`config.mk`:
```
export PLATFORM = sky130hd
export DESIGN_NAME = uart_rx_ring_buffer_flow_control
export DESIGN_NICKNAME = d
export VERILOG_FILES = /design/src/urxrb_pkg.sv /design/src/uart_rx_ring_buffer_flow_control.sv
export SDC_FILE = /design/constraint.sdc
export NUM_CORES = 2
export LEC_CHECK = 0
export BUFFER_PORTS_ARGS = -buffer_cell sky130_fd_sc_hd__buf_2
export CORE_UTILIZATION = 68
export CTS_CLUSTER_SIZE = 25
export DETAILED_ROUTE_END_ITERATION = 10
export PLACE_DENSITY_LB_ADDON = 0.2
export SLEW_MARGIN = 20
export SYNTH_ARGS = -nofsm -noshare
export SYNTH_HDL_FRONTEND = slang
export SYNTH_SLANG_ARGS = --single-unit
```
`constraint.sdc`:
```
create_clock -name clock -period 6.2 [get_ports clock]
set_input_delay 0.62 -clock clock [delete_from_list [all_inputs] [get_ports clock]]
set_output_delay 0.62 -clock clock [all_outputs]
set_load 0.005 [all_outputs]
```
`src/urxrb_pkg.sv`:
```
// Shared types and constants for the serial receive ring buffer.
// Holds the transaction kind codes, the error bit layout and the register reset value.
// Has no dependencies.
package urxrb_pkg;

   localparam logic KIND_RX   = 1'b0;
   localparam logic KIND_READ = 1'b1;

   localparam int ERR_FRAME_BIT    = 0;
   localparam int ERR_OVERRUN_BIT  = 1;
   localparam int ERR_OVERFLOW_BIT = 2;
   localparam int ERR_W            = 3;

   localparam logic [7:0] STOP_DISTANCE_RESET = 8'd128;

   typedef struct packed {
      logic       kind;
      logic [7:0] rx_byte;
      logic       frame_error;
      logic       overrun_error;
      logic       peer_stopped;
   } req_type;

endpackage

```
`src/uart_rx_ring_buffer_flow_control.sv`:
```
// Serial receive ring buffer with watermark flow control, top level.
// Depends on urxrb_pkg for kind codes, error bit layout and the request type.
//
// The req_ channel carries one transaction per received byte (req_kind is
// KIND_RX) or per read from the consumer (req_kind is KIND_READ). Each request
// produces exactly one response on the rsp_ channel with the popped byte, the
// stored last error, the fill count and the stop or resume pulse for the peer.
// The csr_ port writes the stop distance; the user must write it only while no
// transaction is in flight, as the block itself does not enforce this.
// A request is registered on acceptance. When it advances, the ring pointers,
// last error and ring memory are updated and the response register is loaded
// at that same edge, after which rsp_valid is high until the response is taken.
// One transaction per cycle is sustained while the receiver keeps rsp_ready
// high, set by the single pointer update and the single ring memory access
// made by each transaction.
// When the receiver holds rsp_ready low, the response register holds and the
// request register fills; req_ready then falls until the response is taken.
// Reset empties the ring, clears the last error, restores the stop distance
// to 128 and drops both valid flags; ring contents are left as they were.
module uart_rx_ring_buffer_flow_control
   import urxrb_pkg::*;
#(
   parameter int RING_DEPTH = 256
) (
   input  logic       clock,
   input  logic       reset,
   input  logic       req_valid,
   output logic       req_ready,
   input  logic       req_kind,
   input  logic [7:0] req_rx_byte,
   input  logic       req_frame_error_in,
   input  logic       req_overrun_error_in,
   input  logic       req_peer_stopped,
   output logic       rsp_valid,
   input  logic       rsp_ready,
   output logic       rsp_read_valid,
   output logic [7:0] rsp_read_byte,
   output logic       rsp_last_frame_error,
   output logic       rsp_last_overrun_error,
   output logic       rsp_last_buffer_overflow,
   output logic [7:0] rsp_fill_count,
   output logic       rsp_stop_request,
   output logic       rsp_resume_request,
   input  logic       csr_write_enable,
   input  logic [7:0] csr_write_data
);

   localparam int PTR_W  = $clog2(RING_DEPTH);
   localparam int FILL_W = (PTR_W > 8) ? PTR_W : 8;
   localparam logic [PTR_W-1:0] LAST_SLOT  = PTR_W'(RING_DEPTH - 1);
   localparam logic [PTR_W:0]   DEPTH_WIDE = (PTR_W + 1)'(RING_DEPTH);

   logic [7:0]       ring_mem [RING_DEPTH];
   logic [PTR_W-1:0] dist_table [256];

   req_type          s1_req_ff;
   logic             s1_valid_ff;
   logic [PTR_W-1:0] head_ff, head_in;
   logic [PTR_W-1:0] tail_ff, tail_in;
   logic [ERR_W-1:0] last_error_ff, last_error_in;
   logic [7:0]       stop_distance_ff;

   logic             rsp_valid_ff;
   logic             rsp_read_valid_ff, read_valid_in;
   logic [7:0]       rsp_read_byte_ff;
   logic [ERR_W-1:0] rsp_error_ff;
   logic [7:0]       rsp_fill_count_ff;
   logic             rsp_stop_ff, stop_in;
   logic             rsp_resume_ff, resume_in;

   logic             advance;
   logic             write_en;
   logic [PTR_W-1:0] head_next, tail_next, tail_after;
   logic [PTR_W:0]   stop_sum, stop_wrap;
   logic [PTR_W-1:0] fill;
   logic [FILL_W-1:0] fill_wide;

   for (genvar g = 0; g < 256; g++) begin : g_dist
      assign dist_table[g] = PTR_W'(g % RING_DEPTH);
   end

   assign advance   = s1_valid_ff && (!rsp_valid_ff || rsp_ready);
   assign req_ready = !s1_valid_ff || advance;

   always_comb begin
      head_next     = (head_ff == LAST_SLOT) ? '0 : head_ff + 1'b1;
      tail_next     = (tail_ff == LAST_SLOT) ? '0 : tail_ff + 1'b1;
      tail_after    = (tail_next == LAST_SLOT) ? '0 : tail_next + 1'b1;
      stop_sum      = {1'b0, head_next} + {1'b0, dist_table[stop_distance_ff]};
      stop_wrap     = (stop_sum >= DEPTH_WIDE) ? stop_sum - DEPTH_WIDE : stop_sum;
      head_in       = head_ff;
      tail_in       = tail_ff;
      last_error_in = last_error_ff;
      read_valid_in = 1'b0;
      stop_in       = 1'b0;
      resume_in     = 1'b0;
      write_en      = 1'b0;
      unique case (s1_req_ff.kind)
         KIND_READ: begin
            if (head_ff != tail_ff) begin
               tail_in       = tail_next;
               read_valid_in = 1'b1;
               resume_in     = (tail_after == head_ff) && s1_req_ff.peer_stopped;
            end
         end
         default: begin
            stop_in = (stop_wrap[PTR_W-1:0] == tail_ff) && !s1_req_ff.peer_stopped;
            last_error_in = '0;
            if (head_next == tail_ff) begin
               last_error_in[ERR_OVERFLOW_BIT] = 1'b1;
            end else begin
               last_error_in[ERR_FRAME_BIT]   = s1_req_ff.frame_error;
               last_error_in[ERR_OVERRUN_BIT] = s1_req_ff.overrun_error;
               head_in  = head_next;
               write_en = 1'b1;
            end
         end
      endcase
      fill      = (head_in >= tail_in) ? head_in - tail_in
                                       : PTR_W'(DEPTH_WIDE + {1'b0, head_in} - {1'b0, tail_in});
      fill_wide = FILL_W'(fill);
   end

   always_ff @(posedge clock) begin
      if (advance && write_en) begin
         ring_mem[head_next] <= s1_req_ff.rx_byte;
      end
      if (advance) begin
         rsp_read_byte_ff <= read_valid_in ? ring_mem[tail_next] : 8'd0;
      end
   end

   always_ff @(posedge clock) begin
      if (req_valid && req_ready) begin
         s1_req_ff <= '{kind: req_kind, rx_byte: req_rx_byte,
                        frame_error: req_frame_error_in,
                        overrun_error: req_overrun_error_in,
                        peer_stopped: req_peer_stopped};
      end
      if (advance) begin
         rsp_read_valid_ff <= read_valid_in;
         rsp_error_ff      <= last_error_in;
         rsp_fill_count_ff <= fill_wide[7:0];
         rsp_stop_ff       <= stop_in;
         rsp_resume_ff     <= resume_in;
      end
   end

   always_ff @(posedge clock) begin
      if (reset) begin
         s1_valid_ff      <= 1'b0;
         rsp_valid_ff     <= 1'b0;
         head_ff          <= '0;
         tail_ff          <= '0;
         last_error_ff    <= '0;
         stop_distance_ff <= STOP_DISTANCE_RESET;
      end else begin
         if (req_ready) begin
            s1_valid_ff <= req_valid;
         end
         if (advance) begin
            rsp_valid_ff  <= 1'b1;
            head_ff       <= head_in;
            tail_ff       <= tail_in;
            last_error_ff <= last_error_in;
         end else if (rsp_ready) begin
            rsp_valid_ff <= 1'b0;
         end
         if (csr_write_enable) begin
            stop_distance_ff <= csr_write_data;
         end
      end
   end

   assign rsp_valid                = rsp_valid_ff;
   assign rsp_read_valid           = rsp_read_valid_ff;
   assign rsp_read_byte            = rsp_read_byte_ff;
   assign rsp_last_frame_error     = rsp_error_ff[ERR_FRAME_BIT];
   assign rsp_last_overrun_error   = rsp_error_ff[ERR_OVERRUN_BIT];
   assign rsp_last_buffer_overflow = rsp_error_ff[ERR_OVERFLOW_BIT];
   assign rsp_fill_count           = rsp_fill_count_ff;
   assign rsp_stop_request         = rsp_stop_ff;
   assign rsp_resume_request       = rsp_resume_ff;

   a_ptr_range: assert property (@(posedge clock) disable iff (reset)
      (head_ff <= LAST_SLOT) && (tail_ff <= LAST_SLOT))
      else $error("ring pointer beyond the last slot");

   a_no_overwrite: assert property (@(posedge clock) disable iff (reset)
      (req_valid && req_ready && s1_valid_ff) |-> advance)
      else $error("request register overwritten before it moved on");

   a_resume_on_pop: assert property (@(posedge clock) disable iff (reset)
      (rsp_valid_ff && rsp_resume_ff) |-> (rsp_read_valid_ff && !rsp_stop_ff))
      else $error("resume request without a successful pop");

   a_overflow_alone: assert property (@(posedge clock) disable iff (reset)
      (rsp_valid_ff && rsp_error_ff[ERR_OVERFLOW_BIT])
         |-> (!rsp_error_ff[ERR_FRAME_BIT] && !rsp_error_ff[ERR_OVERRUN_BIT]))
      else $error("overflow reported together with line errors");

endmodule
```
==> qor.yml <==
run_status:
  status: "finished, final reports clean"
global_route:
  met3_usage: 0.127
  grt_pass1_wl_mm: 341
  met2_usage: 0.554
  grt_overflow_total: 0
  use_met1: 0.519
  first_global_vias: 48300
  track_usage: 0.383
  grt_max_degree: 195
  gr-max-usage-layer: "met2"
  antenna_found_initial: 19
cells_and_area:
  syn_to_final_growth_pct: 10.8
  final_common_cell: "edfxtp_1"
  fin_util: 0.759
  drive_gt1_frac: 0.162
  n_fill_cell: 6661
  final_cell_mix: "edfxtp_1, nand2_1, nor2_1, mux4_2, mux2i_1"
  finish.net_count: 5125
  final-instance-count-excl-fill: 6886
clocking:
  cts_tree: "built"
  clkLatencyLatePin_ns: 0.87
  clockRootBuffer: "clkbuf_16"
  ctsHtreeMaxLevel: 4
  clk_pin_slew_worst_paths_ns: 0.07
  cts_max_path_buffers: 3
  cts-buffers-inserted: 196
  cts_setup_buffers: 0
  cts_sinks: 2111
placement:
  place_inst: 6503
  routabilityCongestion: 0.971
  dp_hpwl_mm: 142
  portBuffers: 48
critical_path:
  critPathSlowestCell: "a2111oi_0"
  slowest_delay_ns: 0.89
  r2r_slack_ns: 0.37
  r2r_end: "rsp_read_byte[1]"
  worstPathCellList: "ha_1 > nand2_1 > o31a_2 > buf_4 > buf_4 > mux2i_1 > o221ai_1 > nor2_1 > a2111oi_0 > nand4_1 > o211a_1 > nand4_1"
  cp_max_fo: 33
  crit_type: "flop to flop"
  cp.required_ns: 6.90
  crit_path_start_kind: "flop"
  rr_startpoint: "tail_ff[0]"
  cp_data_arrival_time_ns: 6.54
  cp-end-kind: "flop"
  ff2ff_path_depth: 12
sta:
  rsz0062_at_grt: "false"
  slew_headroom: 0.131
  holdWs_ns: 0.0282
  worstMarginPinSlew_ns: 1.30
  timing.final.crit_share: 0.940
  clock.fmax_mhz: 171
  skew_ns: 0.0656
  finalHoldViolations: 0
  finalMaxSlewViolations: 0
  tns_ns: 0
  min_period_ns: 5.83
  finalSetupViolCount: 0
yosys:
  ys.flop_type: "edfxtp_1"
  synth.top_cell.area_share: 0.738
  async_flop_share: 0
  synth.area.top_cells: "edfxtp_1, mux4_2, mux2i_1, nand2_1, nor2_1"
  syn_area_per_cell_um2: 17.1
  synth_top_area_cell: "edfxtp_1"
  postSynthCellCount: 4954
  yosysSeqAreaShare: 0.745
  synth_seq_cells: 2111
  netlist_area_um2: 84700
  yosysUniqueCellTypes: 88
  yosys_warnings: 0
  synth_edf_count: 2082
  syn-num-nets: 5001
drt:
  first_pass_iters: 7
  vias: 50400
  drt_iter0_drc: 8775
  ant_nets: 0
  post_drt_wl_per_cell_um: 34.7
  drc: 0
  wirelength_mm: 239
  vias_per_cell: 7.32
run:
  drv_cap: 0
floorplan:
  dieWidth_um: 355
  die_area_um2: 126000
  io_pins: 49
  start_util: 0.685
  row_count: 129
  core_area_um2: 124000
  die_h_um: 355
min_path:
  worst_hold_path_type: "input pin to flop"
  min_path_cells: 3
  hp-start: "csr_write_data[3]"
  min_to: "stop_distance_ff[3]"
pwr:
  p_leak_nw: 31.1
  power_density_nw_per_um2: 313
  ir_worst_vdd_mv: 0.264
## sequential cells by signal, indices dropped and copies added (netlist names)
name / flops
head_ff: 8
s1_req_ff: 12
last_error_ff: 3
rsp_error_ff: 3
rsp_stop_request: 1
rsp_resume_request: 1
rsp_read_valid: 1
ring_mem: 2048
s1_valid_ff: 1
rsp_read_byte: 8
tail_ff: 8
stop_distance_ff: 8
rsp_valid: 1
rsp_fill_count: 8
## worst max path at each step
stage | startpoint | to | slack [ns] | depth (start not counted)
after floorplan | head_ff[1] | rsp_fill_count[7] | 2.01 | 21
after global placement | tail_ff[0] | rsp_read_byte[1] | 0.70 | 12
after detailed placement | tail_ff[0] | rsp_read_byte[1] | 0.63 | 12
after CTS | tail_ff[0] | rsp_read_byte[1] | 0.67 | 12
after global routing | tail_ff[0] | rsp_read_byte[1] | 0.40 | 12
final | tail_ff[0] | rsp_read_byte[1] | 0.37 | 12
## report_power, final
group | leakage, nW | internal, mW | switching (mW)
clock network | 3.11 | 6.76 | 5.33
logic | 9.02 | 0.485 | 1.05
registers | 19.0 | 15.7 | 0.0346
## Yosys cell counts (all sizes together), types with 5 or more instances
cell     count
a21o        16
o211ai      30
o221ai      37
nand2      426
o22ai       45
o21bai       6
mux2i      266
a22oi       18
and3        34
nor2b        8
xor2        14
nand4       45
a221oi      14
o31ai        5
a21oi      143
clkbuf     153
or3         17
dfxtp       29
a2111oi     19
nor4        42
mux4       278
xnor2       48
a31oi       23
nor3        71
o2111ai     27
edfxtp    2082
a311oi      29
a211oi      40
a32oi       46
o21ai      122
ha          21
nor2       399
nand3      111
and2         9
mux2        26
a32o        12
inv         18
buf        161
a22o         5
## layer usage
| metal | vias up | part of all wire | wire (µm) |
|---|---|---|---|
| met1 | 25000 | 0.34 | 81100 |
| met4 | 22 | 0.062 | 14900 |
| met5 | - | 0.00075 | 179 |
| met3 | 833 | 0.15 | 36600 |
| li1 | 20100 | - | - |
| met2 | 4459 | 0.44 | 106000 |
## what timing repair did
| item | in CTS | in global routing |
|---|---|---|
| hold buffers | 14 | 0 |
| resized for setup | 0 | 0 |
| hold endpoints to repair | 14 | 0 |
## area by class of cell
class	instances	area (µm²)	area share
Tap cell	1637	2050	0.0218
Clock buffer	251	5150	0.0549
Sequential cell	2111	63100	0.673
Inverter	19	78.8	0.000840
Multi-Input combinational cell	2510	20200	0.215
Clock inverter	108	1260	0.0134
Antenna cell	10	25.0	0.000267
Timing Repair Buffer	240	2000	0.0214
## critical path: cells and delay by family, from the launching register on
kind,cells,cell delay [ns]
fa+ha+maj,1,0.49
compound gates,4,2.39
buf+inv,2,1.19
simple gates,4,0.91
flops,1,0.47
mux,1,0.19
## cells by family after synthesis
logic type | share of synthesized area
adder cells (fa/ha/maj) | 0.00334
buffers and inverters | 0.0191
AND/OR/NAND/NOR | 0.0624
XOR/XNOR | 0.00681
AO/OA/AOI/OAI | 0.0547
flip-flops | 0.745
multiplexers | 0.109
## per-stage QoR
step                cell area, µm²  power [mW]  worst slack, ns
floorplan                    84700        17.0             2.01
detailed placement           87300        17.5            0.634
global route                 93800        29.9            0.396
global placement             87200        17.5            0.698
CTS                          93800        29.3            0.669
finish                       93800        29.4            0.369
Power figures use the tool's default switching activity.
